## src/part_pkg.sv

```systemverilog
// Package: shared constants, command codes and types for the active ratio tracker
`timescale 1ns / 1ps
package part_pkg;
    localparam int HIST_DEPTH_DEF = 16;
    localparam logic [31:0] PERIOD_RST = 32'd4000000;
    localparam logic [4:0] HLEN_RST = 5'd10;
    localparam int RATIO_SHIFT = 10;
    localparam logic [10:0] RATIO_FULL = 11'd1024;

    localparam logic [1:0] CMD_START = 2'd0;
    localparam logic [1:0] CMD_ENQ = 2'd1;
    localparam logic [1:0] CMD_DEQ = 2'd2;
    localparam logic [1:0] CMD_UPD = 2'd3;

    localparam logic CFG_PERIOD = 1'b0;
    localparam logic CFG_HLEN = 1'b1;

    typedef struct packed {
        logic        start;
        logic [63:0] dividend;
        logic [31:0] divisor;
    } t_div_req;

    typedef struct packed {
        logic        done;
        logic [63:0] quot;
        logic [31:0] rem;
    } t_div_rsp;
endpackage

```

## src/part_div.sv

```systemverilog
// Shared radix-2 restoring divider, 64-bit dividend by 32-bit divisor, one bit per cycle
`timescale 1ns / 1ps
module part_div (
    input  logic               i_clk,
    input  logic               i_rst_n,
    input  part_pkg::t_div_req i_req,
    output part_pkg::t_div_rsp o_rsp
);
    logic [63:0] r_q, n_q;
    logic [31:0] r_rem, n_rem;
    logic [31:0] r_dv;
    logic [6:0]  r_cnt, n_cnt;
    logic        r_busy, r_done;
    logic [32:0] w_sh, w_sub;

    always_comb begin
        w_sh  = {r_rem, r_q[63]};
        w_sub = w_sh - {1'b0, r_dv};
        n_q   = {r_q[62:0], ~w_sub[32]};
        n_rem = w_sub[32] ? w_sh[31:0] : w_sub[31:0];
        n_cnt = r_cnt + 7'd1;
    end

    always_ff @(posedge i_clk) begin
        if (!i_rst_n) begin
            r_busy <= 1'b0;
            r_done <= 1'b0;
            r_cnt  <= '0;
        end else begin
            r_done <= 1'b0;
            if (i_req.start) begin
                r_busy <= 1'b1;
                r_cnt  <= '0;
                r_q    <= i_req.dividend;
                r_rem  <= '0;
                r_dv   <= i_req.divisor;
            end else if (r_busy) begin
                r_q   <= n_q;
                r_rem <= n_rem;
                r_cnt <= n_cnt;
                if (r_cnt == 7'd63) begin
                    r_busy <= 1'b0;
                    r_done <= 1'b1;
                end
            end
        end
    end

    assign o_rsp.done = r_done;
    assign o_rsp.quot = r_q;
    assign o_rsp.rem  = r_rem;
endmodule

```

## src/periodic_active_ratio_tracker.sv

```systemverilog
// Top level: command sequencer, history ring and result register of the active ratio tracker
`timescale 1ns / 1ps
// Sequence: a start, or a request before start, goes straight to the output state; other
// requests add one divider pass, a second when running, a third when running and periods
// closed, plus the history push, one entry per step (1..17 entries) when periods closed.
// Flow: one request at a time; busy is high from accept to the result strobe, so a new
// request is taken only after the previous result. Results never stall.
// Reset: synchronous active low; state and the registered history valid bits clear at once.
module periodic_active_ratio_tracker (
    input  logic        i_clk,
    input  logic        i_rst_n,
    input  logic        start,
    output logic        busy,
    input  logic [1:0]  i_command,
    input  logic [63:0] i_now_ns,
    input  logic [15:0] i_tasks_running,
    input  logic [3:0]  i_read_index,
    input  logic        i_cfg_we,
    input  logic        i_cfg_index,
    input  logic [31:0] i_cfg_data,
    output logic        o_valid,
    output logic [10:0] o_recent_ratio,
    output logic [3:0]  o_history_index,
    output logic [10:0] o_history_value,
    output logic        o_is_running
);
    localparam int HISTORY_DEPTH = part_pkg::HIST_DEPTH_DEF;
    localparam int IW = $clog2(HISTORY_DEPTH);
    localparam int CW = IW + 1;

    localparam logic [2:0] S_IDLE = 3'd0;
    localparam logic [2:0] S_DIV1 = 3'd1;
    localparam logic [2:0] S_RAT  = 3'd2;
    localparam logic [2:0] S_PUSH = 3'd3;
    localparam logic [2:0] S_RAT2 = 3'd4;
    localparam logic [2:0] S_OUT  = 3'd5;

    logic [31:0] r_period;
    logic [4:0]  r_hlen;
    logic        r_run;
    logic [63:0] r_origin, r_last;
    logic [31:0] r_sum;
    logic [10:0] r_ratio;
    logic [3:0]  r_pos;
    logic [10:0] r_hist [HISTORY_DEPTH];
    logic [HISTORY_DEPTH-1:0] r_hval;
    logic [2:0]  r_st;
    logic [1:0]  r_cmd;
    logic [63:0] r_now, r_count;
    logic [31:0] r_rem;
    logic [15:0] r_tasks;
    logic [3:0]  r_ridx;
    logic [CW-1:0] r_npush;
    logic        r_first;
    logic        r_wait;
    logic        r_acct;

    part_pkg::t_div_req r_req;
    part_pkg::t_div_rsp w_rsp;

    part_div u_div (.i_clk(i_clk), .i_rst_n(i_rst_n), .i_req(r_req), .o_rsp(w_rsp));

    logic [31:0] w_per;
    logic [4:0]  w_hl;
    logic [63:0] w_end, w_upto, w_delta, w_sum64;
    logic [31:0] w_sumsat;
    logic [63:0] w_extra;
    logic [CW-1:0] w_npush;
    logic [4:0]  w_posn;
    logic [10:0] w_rsat;

    function automatic logic [4:0] mod_len(input logic [4:0] a, input logic [4:0] m);
        logic [9:0] r;
        r = {5'd0, a};
        for (int s = 4; s >= 0; s--) begin
            if (r >= ({5'd0, m} << s)) r = r - ({5'd0, m} << s);
        end
        return r[4:0];
    endfunction

    always_comb begin
        w_per = (r_period == 32'd0) ? 32'd1 : r_period;
        w_hl  = (r_hlen == 5'd0) ? 5'd1 : r_hlen;
        if (32'(w_hl) > 32'(HISTORY_DEPTH)) w_hl = 5'(HISTORY_DEPTH);
        w_end   = r_origin + {32'd0, w_per};
        w_upto  = (r_now < w_end) ? r_now : w_end;
        w_delta = w_upto - r_last;
        w_sum64 = {32'd0, r_sum} + w_delta;
        w_sumsat = (w_sum64 < w_delta || w_sum64[63:32] != 32'd0) ? 32'hFFFF_FFFF
                                                                  : w_sum64[31:0];
        w_extra = r_count - 64'd1;
        w_npush = (w_extra > 64'(HISTORY_DEPTH)) ? CW'(HISTORY_DEPTH + 1)
                                                  : CW'(w_extra[IW:0] + 1);
        w_posn = mod_len(5'(r_pos) + 5'd1, w_hl);
        w_rsat = (w_rsp.quot > 64'(part_pkg::RATIO_FULL)) ? part_pkg::RATIO_FULL
                                                          : w_rsp.quot[10:0];
    end

    assign busy = (r_st != S_IDLE);

    always_ff @(posedge i_clk) begin
        if (!i_rst_n) begin
            r_period <= part_pkg::PERIOD_RST;
            r_hlen   <= part_pkg::HLEN_RST;
            r_run    <= 1'b0;
            r_origin <= '0;
            r_last   <= '0;
            r_sum    <= '0;
            r_ratio  <= '0;
            r_pos    <= '0;
            r_hval   <= '0;
            r_st     <= S_IDLE;
            r_wait   <= 1'b0;
            o_valid  <= 1'b0;
            r_req.start <= 1'b0;
        end else begin
            o_valid     <= 1'b0;
            r_req.start <= 1'b0;
            if (i_cfg_we) begin
                if (i_cfg_index == part_pkg::CFG_PERIOD) r_period <= i_cfg_data;
                else r_hlen <= i_cfg_data[4:0];
            end
            unique case (r_st)
                S_IDLE: begin
                    if (start) begin
                        r_cmd <= i_command; r_now <= i_now_ns;
                        r_tasks <= i_tasks_running; r_ridx <= i_read_index;
                        r_acct <= (i_command != part_pkg::CMD_START) && (r_origin != 64'd0);
                        if (i_command == part_pkg::CMD_START) begin
                            if (r_origin == 64'd0) begin
                                r_origin <= i_now_ns;
                                r_last   <= i_now_ns;
                            end
                            r_st <= S_OUT;
                        end else if (r_origin == 64'd0) begin
                            r_st <= S_OUT;
                        end else begin
                            r_req.start    <= 1'b1;
                            r_req.dividend <= i_now_ns - r_origin;
                            r_req.divisor  <= w_per;
                            r_st <= S_DIV1;
                        end
                    end
                end
                S_DIV1: begin
                    if (w_rsp.done) begin
                        r_count <= w_rsp.quot;
                        r_rem   <= w_rsp.rem;
                        if (r_run) begin
                            r_sum <= w_sumsat;
                            r_req.start    <= 1'b1;
                            r_req.dividend <= {22'd0, w_sumsat, 10'd0};
                            r_req.divisor  <= w_per;
                            r_st <= S_RAT;
                        end else if (w_rsp.quot != 64'd0) begin
                            r_first <= 1'b1;
                            r_st <= S_PUSH;
                        end else begin
                            r_last <= r_now;
                            r_st <= S_OUT;
                        end
                    end
                end
                S_RAT: begin
                    if (w_rsp.done) begin
                        r_ratio <= w_rsat;
                        if (r_count != 64'd0) begin
                            r_first <= 1'b1;
                            r_st <= S_PUSH;
                        end else begin
                            r_last <= r_now;
                            r_st <= S_OUT;
                        end
                    end
                end
                S_PUSH: begin
                    if (r_first) begin
                        r_npush <= w_npush;
                        r_first <= 1'b0;
                    end else if (r_npush != '0) begin
                        r_pos <= w_posn[3:0];
                        r_hist[w_posn[IW-1:0]] <= (r_npush == w_npush) ? r_ratio
                                                : (r_run ? part_pkg::RATIO_FULL : 11'd0);
                        r_hval[w_posn[IW-1:0]] <= 1'b1;
                        r_npush <= r_npush - CW'(1);
                    end else begin
                        r_origin <= r_now - {32'd0, r_rem};
                        r_last   <= r_now;
                        if (r_run) begin
                            r_sum <= r_rem;
                            r_req.start    <= 1'b1;
                            r_req.dividend <= {22'd0, r_rem, 10'd0};
                            r_req.divisor  <= w_per;
                            r_st <= S_RAT2;
                        end else begin
                            r_ratio <= '0;
                            r_sum   <= '0;
                            r_st <= S_OUT;
                        end
                    end
                end
                S_RAT2: begin
                    if (w_rsp.done) begin
                        r_ratio <= w_rsat;
                        r_st <= S_OUT;
                    end
                end
                S_OUT: begin
                    if (r_acct && r_cmd == part_pkg::CMD_ENQ && r_tasks == 16'd0)
                        r_run <= 1'b1;
                    else if (r_acct && r_cmd == part_pkg::CMD_DEQ && r_tasks == 16'd1)
                        r_run <= 1'b0;
                    r_wait <= 1'b1;
                    if (r_wait) begin
                        r_wait  <= 1'b0;
                        o_valid <= 1'b1;
                        r_st    <= S_IDLE;
                    end
                end
                default: r_st <= S_IDLE;
            endcase
        end
    end

    always_ff @(posedge i_clk) begin
        if (r_st == S_OUT && r_wait) begin
            o_recent_ratio  <= r_ratio;
            o_history_index <= r_pos;
            o_is_running    <= r_run;
            o_history_value <= (32'(r_ridx) < 32'(HISTORY_DEPTH)
                                && r_hval[r_ridx[IW-1:0]]) ? r_hist[r_ridx[IW-1:0]] : 11'd0;
        end
    end

    a_ratio_cap: assert property (@(posedge i_clk) disable iff (!i_rst_n)
        o_valid |-> o_recent_ratio <= part_pkg::RATIO_FULL) else $error("ratio above full");
    a_busy_out: assert property (@(posedge i_clk) disable iff (!i_rst_n)
        o_valid |-> !busy) else $error("result while busy");
    a_pos_range: assert property (@(posedge i_clk) disable iff (!i_rst_n)
        32'(r_pos) < 32'(HISTORY_DEPTH)) else $error("ring position out of range");
endmodule

```

## config.mk

```make
export PLATFORM = sky130hd
export DESIGN_NAME = periodic_active_ratio_tracker
export DESIGN_NICKNAME = d
export VERILOG_FILES = /design/src/part_pkg.sv /design/src/part_div.sv /design/src/periodic_active_ratio_tracker.sv
export SDC_FILE = /design/constraint.sdc
export NUM_CORES = 2
export LEC_CHECK = 0
export ABC_AREA = 1
export BUFFER_PORTS_ARGS = -buffer_cell sky130_fd_sc_hd__buf_4
export CORE_ASPECT_RATIO = 0.9
export CORE_MARGIN = 2
export CORE_UTILIZATION = 40
export DETAILED_ROUTE_END_ITERATION = 8
export PLACE_DENSITY = 0.6
export SLEW_MARGIN = 20
export SYNTH_ARGS = -nofsm -noshare
export SYNTH_HDL_FRONTEND = slang
export SYNTH_HIERARCHICAL = 1
export SYNTH_SLANG_ARGS = --single-unit
```

## constraint.sdc

```tcl
create_clock -name i_clk -period 10.1 [get_ports i_clk]
set_clock_uncertainty 0.1 [all_clocks]
set_input_delay 1.515 -clock i_clk [delete_from_list [all_inputs] [get_ports i_clk]]
set_output_delay 1.515 -clock i_clk [all_outputs]
set_load 0.02 [all_outputs]
```

# Word level (Yosys, flattened, before mapping)
# Memory sizes are Yosys's and may differ from the RTL's. A register that Yosys moved wholly into a read port is not among the register bits.
# Index checks and enable logic that the tools add are counted.
classes:
  n_addsub: 16
  n_lt_le_gt_ge: 13
  n_eq_ne: 30
  mux: 91
  bitwise_logic: 6
  n_reduce_logical: 51
op_table:
  columns: ["op", "count"]
  rows:
  - ["$mux 64", 15]
  - ["$mux 97", 8]
  - ["$pmux 97 s3", 1]
  - ["$mux 32", 9]
  - ["$pmux 64 s4", 1]
  - ["$reduce_bool 64->1", 3]
  - ["$lt 64x64->1", 2]
  - ["$pmux 64 s2", 1]
  - ["$sub 64x64->64", 2]
  - ["$mux 11", 7]
  - ["$add 32x64->64", 1]
  - ["$add 64x32->64", 1]
  - ["$gt 64x11->1 const B", 1]
  - ["$gt 64x5->1 const B", 1]
  - ["$logic_not 64->1", 1]
  - ["$pmux 32 s2", 1]
  - ["$sub 64x1->64 const B", 1]
  - ["$sub 64x32->64", 1]
  - ["$mux 10", 4]
  - ["$mux 3", 12]
  - ["$sub 33x32->33", 1]
  - ["$logic_not 32->1", 1]
  - ["$ne 2x2->1 const B", 16]
  - ["$reduce_bool 32->1", 1]
  - ["56 further kinds", 115]
word_totals:
  ff_bits: 673
  mem_bits_rw: 176
  inputBits: 123
  output_inout_bits: 29
  word_cells: 241
  n_memories: 1
mem_list:
  columns: ["memory", "depth", "width", "read_ports", "rd_ports_with_merged_regs", "wr", "line", "rtl"]
  rows:
  - ["r_hist", 16, 11, 1, 1, 1, "periodic_active_ratio_tracker.sv:45", "logic [10:0] r_hist [HISTORY_DEPTH];"]

# Logic depth before layout (Yosys ltp)
logic_depth:
  word_depth: 19
  ltp_mapped: 79
  ltp_nobuf: 77

# Cells and area by module
# Netlist, hierarchy kept.
by_module_without_submodules:
  columns: ["module", "instances", "cells_each", "area_per_inst_um2"]
  rows:
  - ["periodic_active_ratio_tracker", 1, 7294, 53363.7]
  - ["part_div", 1, 1108, 8369.3]

# Worst setup path after synthesis
# No wires, ideal clock.
synth_path:
  path_kind: "register -> register"
  start: "register r_period[8]"
  end: "register r_req[68] (netlist name) (data pin)"
  setup_ps: 262
  arrival_ps: 10352
  t_required_ps: 9738
  path_slack_ps: -615
  path_stages_with_launch: 78
  synth_period_minus_slack_ps: 10715
  cell_sequence: "dfxtp_1 > nor4_1 > nand4_1 > nor2_1 > nor2_1 > inv_1 > ha_1 > fa_1 > nand2_1 > nand2_1 > a21oi_1 > o21ai_1 > a21oi_1 > o21ai_1 > a21boi_0 > o21ai_1 > a21boi_0 > inv_1 > (+42 left out) > nor2_1 > nand4_1 > nor3_1 > ha_1 > inv_1 > nor3_1 > nand4_1 > nor2_1 > nand2_1 > nor2_1 > o211ai_1 > nor2_1 > nand4_1 > nor3_4 > buf_6 > nand3_2 > nand2_1 > nand3_1"
synth_via:
  elab_chain_len: 13
  elab_cells_between_ends: 14
  classes_between: "add/sub (3); order compare (2); mux (6); reduce/logical (3)"
synth_rtl:
  columns: ["item", "line", "rtl"]
  rows:
  - ["from (decl)", "periodic_active_ratio_tracker.sv:38", "logic [31:0] r_period;"]
  - ["from (signal assigned)", "periodic_active_ratio_tracker.sv:103", "r_period <= part_pkg::PERIOD_RST;"]
  - ["from (signal assigned)", "periodic_active_ratio_tracker.sv:120", "if (i_cfg_index == part_pkg::CFG_PERIOD) r_period <= i_cfg_data;"]
  - ["$logic_not 32->1", "periodic_active_ratio_tracker.sv:82", "w_per = (r_period == 32'd0) ? 32'd1 : r_period;"]
  - ["$mux 32 *", "periodic_active_ratio_tracker.sv:82", null]
  - ["$add 64x32->64 *", "periodic_active_ratio_tracker.sv:85", "w_end = r_origin + {32'd0, w_per};"]
  - ["$lt 64x64->1", "periodic_active_ratio_tracker.sv:86", "w_upto = (r_now < w_end) ? r_now : w_end;"]
  - ["$mux 64 *", "periodic_active_ratio_tracker.sv:86", null]
  - ["$sub 64x64->64 *", "periodic_active_ratio_tracker.sv:87", "w_delta = w_upto - r_last;"]
  - ["$add 32x64->64", "periodic_active_ratio_tracker.sv:88", "w_sum64 = {32'd0, r_sum} + w_delta;"]
  - ["$lt 64x64->1 / $reduce_bool 32->1 (equally long branches)", "periodic_active_ratio_tracker.sv:89", "w_sumsat = (w_sum64 < w_delta || w_sum64[63:32] != 32'd0) ? 32'hFFFF_FFFF"]
  - ["$logic_or 1x1->1", "periodic_active_ratio_tracker.sv:89", null]
  - ["$mux 32 *", "periodic_active_ratio_tracker.sv:89", null]
  - ["$mux 97 *", "periodic_active_ratio_tracker.sv:149", "if (r_run) begin"]
  - ["$mux 97 *", "periodic_active_ratio_tracker.sv:146", "if (w_rsp.done) begin"]
  - ["$pmux 97 s3 *", "periodic_active_ratio_tracker.sv:123", "unique case (r_st)"]
  - ["to (decl)", "periodic_active_ratio_tracker.sv:58", "part_pkg::t_div_req r_req;"]
# Mark *: on every way between the ends. The rest lies on a longest branch, timed or not. The select of a mux whose other input is x is not followed.
# A chain may end at the register's enable or synchronous reset.

# Worst setup path in the final report
layout_path:
  start: "register r_period[30]"
  end: "register r_req[73] (netlist name) (data pin)"
# The elaborated chain is that of the path after synthesis.

==> impl_metrics.py <==
metrics = {
    "run_status": {
        "status": "finished with violations",
        "violations": "negative setup slack",
    },
    "detailed_routing": {
        "vias": 61368,
        "routed_wl_um": 244000,
        "vias_per_cell": 5.316,
        "drtPass1Iterations": 6,
        "drt-initial-drc-count": 6276,
        "drc": 0,
        "wl_per_cell_um": 21.14,
        "final_antenna_net_count": 0,
    },
    "floorplan": {
        "ios": 152,
        "fp.dieH_um": 376.7,
        "num_rows": 136,
        "core_sq_um": 153000,
        "start_util_pct": 40.35,
        "dieArea_sq_um": 157500,
        "die_w_um": 418.1,
    },
    "timing": {
        "final_max_slew_viol_count": 0,
        "max_freq_mhz": 89.16,
        "tightest_slew_ps": 1183,
        "finalHoldViolations": 0,
        "setup_tns_ps": -64080,
        "setup_viol_count_final": 64,
        "rsz0062_at_grt": "true",
        "setup_slack_ps": -1116,
        "period_minus_slack_ps": 11220,
        "slew_headroom_pct": 20.93,
        "period_share_pct": 111.1,
    },
    "clocking": {
        "cts_num_sinks": 860,
        "cts.path.max_buffers": 3,
        "cts.clk_slew.worst_paths_ps": 60,
        "postCtsHoldBufs": 0,
        "cts_buffers": 96,
        "cts-root-buf": "clkbuf_16",
        "htreeDepth": 3,
        "cts_tree": "done",
        "insertion_delay_ps": 780,
    },
    "setup_path": {
        "worstRegToRegCells": 71,
        "cp.depth": 71,
        "crit_top_cell": "buf_4",
        "reg2reg_from": "r_period[30]$_SDFFE_PN0P_",
        "path_max_fanout": 8,
        "r2r_slack_ps": -1120,
        "path_buf_inv": 15,
        "worst_ep_required_time_ps": 10460,
        "critical_path_class": "reg2reg",
        "critPathMaxStageDelay_ps": 340,
        "cp-end-kind": "flop",
        "crit_arrival_ps": 11570,
        "cp-start-kind": "flop",
        "cp_top_family": "simple AND/OR/NAND/NOR gates",
        "crit_slowest_cell": "nor4b_4",
        "reg2reg_to": "r_req[73]$_DFFE_PP_",
    },
    "logic_synthesis": {
        "syn_nets": 8926,
        "synth-seq-area-share_pct": 37.88,
        "ys_ff_latch": 860,
        "synth_area_sq_um": 61730,
        "yosysTopAreaCell": "edfxtp_1",
        "synth-edff-count": 616,
        "synth_cells": 8402,
        "syn_area_per_cell_sq_um": 7.347,
        "synth-main-ff-cell": "edfxtp_1",
        "yosysTopAreaCellShare_pct": 29.96,
        "synthDistinctLibCells": 69,
        "async_reset_ff_share_pct": 0,
        "yosys-top-cells-count": "nand2_1 (2019), inv_1 (1339), nor2_1 (802)",
        "yosys_warnings": 6,
        "yosysMostFrequentCell": "nand2_1",
        "synth.area.top_cells": "edfxtp_1 (30%), nand2_1 (12%), inv_1 (8.1%)",
    },
    "min_path": {
        "hp-class": "reg2reg",
        "hold_end": "u_div/r_dv[1]$_DFFE_PP_",
        "worst_hold_startpoint": "r_req[1]$_DFFE_PP_",
        "hold_depth": 0,
    },
    "place": {
        "dpl.hpwl_um": 195100,
        "port_buffers": 151,
        "place_congestion": 1.002,
    },
    "cells_and_area": {
        "syn_to_final_growth_pct": 25.90,
        "nFillCells": 14828,
        "fin_nets": 9979,
        "drive_gt1_share_pct": 20.01,
    },
    "global_route": {
        "grt_start_max_net_pins": 98,
        "antenna_found_initial": 27,
        "grt_pass1_wl_um": 357700,
        "grt_remaining_overflow": 0,
        "grtUsageTotal_pct": 30.11,
        "grt_pass1_vias": 57876,
    },
    "flow_run": {
        "maxCapViolations": 0,
    },
}
[state kept, by name, indices dropped and copies added, names as in the netlist, 4 cells and up]
register,count
r_ratio,11
r_count,64
u_div/r_q,64
r_sum,32
r_hist,176
r_tasks,16
u_div/r_dv,32
r_req,97
o_recent_ratio,11
r_hlen,5
u_div/r_rem,32
o_history_index,4
r_origin,64
o_history_value,11
r_period,32
u_div/r_cnt,7
r_ridx,4
r_pos,4
r_now,64
r_rem,32
r_npush,5
r_last,64
r_hval,16
[area by class of cell]
class	instances	area, sq um	share of cell area [%]
multi-input combinational	5942	34000	43.74
sequential	860	23380	30.09
timing repair buffer	1179	9280	11.94
inverter	1376	5195	6.684
clock buffer	117	2562	3.297
tap	2001	2504	3.221
clock inverter	63	782.0	1.006
antenna	7	17.52	0.02254
[through the flow]
step	util, %	area [sq um]	setup slack (ps)	hold slack [ps]	cells
2_1_floorplan	-	61910	46.40	300.3	8402
3_3_place_gp	46.85	71670	-1695	303.0	11274
3_5_place_dp	46.89	71730	-1841	304.5	11276
4_1_cts	49.90	76330	-947.3	297.0	11510
5_1_grt	50.80	77710	-1799	324.1	11539
6_report	50.81	77720	-1116	311.6	11545
[how the worst max path moves through the flow]
stage / start / endpoint
finish: r_period[30]$_SDFFE_PN0P_ / r_req[73]$_DFFE_PP_
detailed placement: r_period[31]$_SDFFE_PN0P_ / r_req[65]$_DFFE_PP_
global placement: r_period[24]$_SDFFE_PN0P_ / r_req[47]$_DFFE_PP_
floorplan: r_period[11]$_SDFFE_PN1P_ / r_req[68]$_DFFE_PP_
global route: r_period[30]$_SDFFE_PN0P_ / r_req[47]$_DFFE_PP_
CTS: r_period[30]$_SDFFE_PN0P_ / r_req[68]$_DFFE_PP_
[layout by cell type, fill, tap and decap left out, drive strengths merged, types with 121 or more instances in the layout]
cell,n
nand2,2070
inv,1366
buf,1175
nor2,860
a21oi,802
edfxtp,616
o21ai,529
ha,391
nand3,378
dfxtp,244
xor2,185
clkbuf,121
[layer usage]
layer  global-route usage, %  part of all wire, %
met1                   41.47                   44
met2                   47.16                   44
met3                   5.676                  8.4
met4                   10.41                  3.8
met5                       0                0.022
[cell families (layout without fill, tap and decap cells)]
| kind of cell | Yosys count | in the layout | synth area share [%] |
|---|---|---|---|
| adder cells (fa/ha/maj) | 401 | 401 | 8.249 |
| AO/OA/AOI/OAI | 1528 | 1528 | 13.44 |
| buffers and inverters | 1603 | 2735 | 10.08 |
| other | 0 | 7 | 0 |
| AND/OR/NAND/NOR | 3691 | 3694 | 25.68 |
| multiplexers | 65 | 65 | 1.054 |
| flip-flops | 860 | 860 | 37.88 |
| XOR/XNOR | 254 | 254 | 3.628 |
[repair_timing]
| action | CTS | global route |
|---|---|---|
| endpoints found under the setup margin | 64 | 255 |
| pin swaps | 91 | 75 |
| gates resized for setup | 151 | 233 |
| setup buffers | 47 | 24 |
| cloned | 8 | 4 |
Power is left out: the tool's default activity adds up to more than one toggle a clock period on the data nets, which glitch-free logic cannot reach.
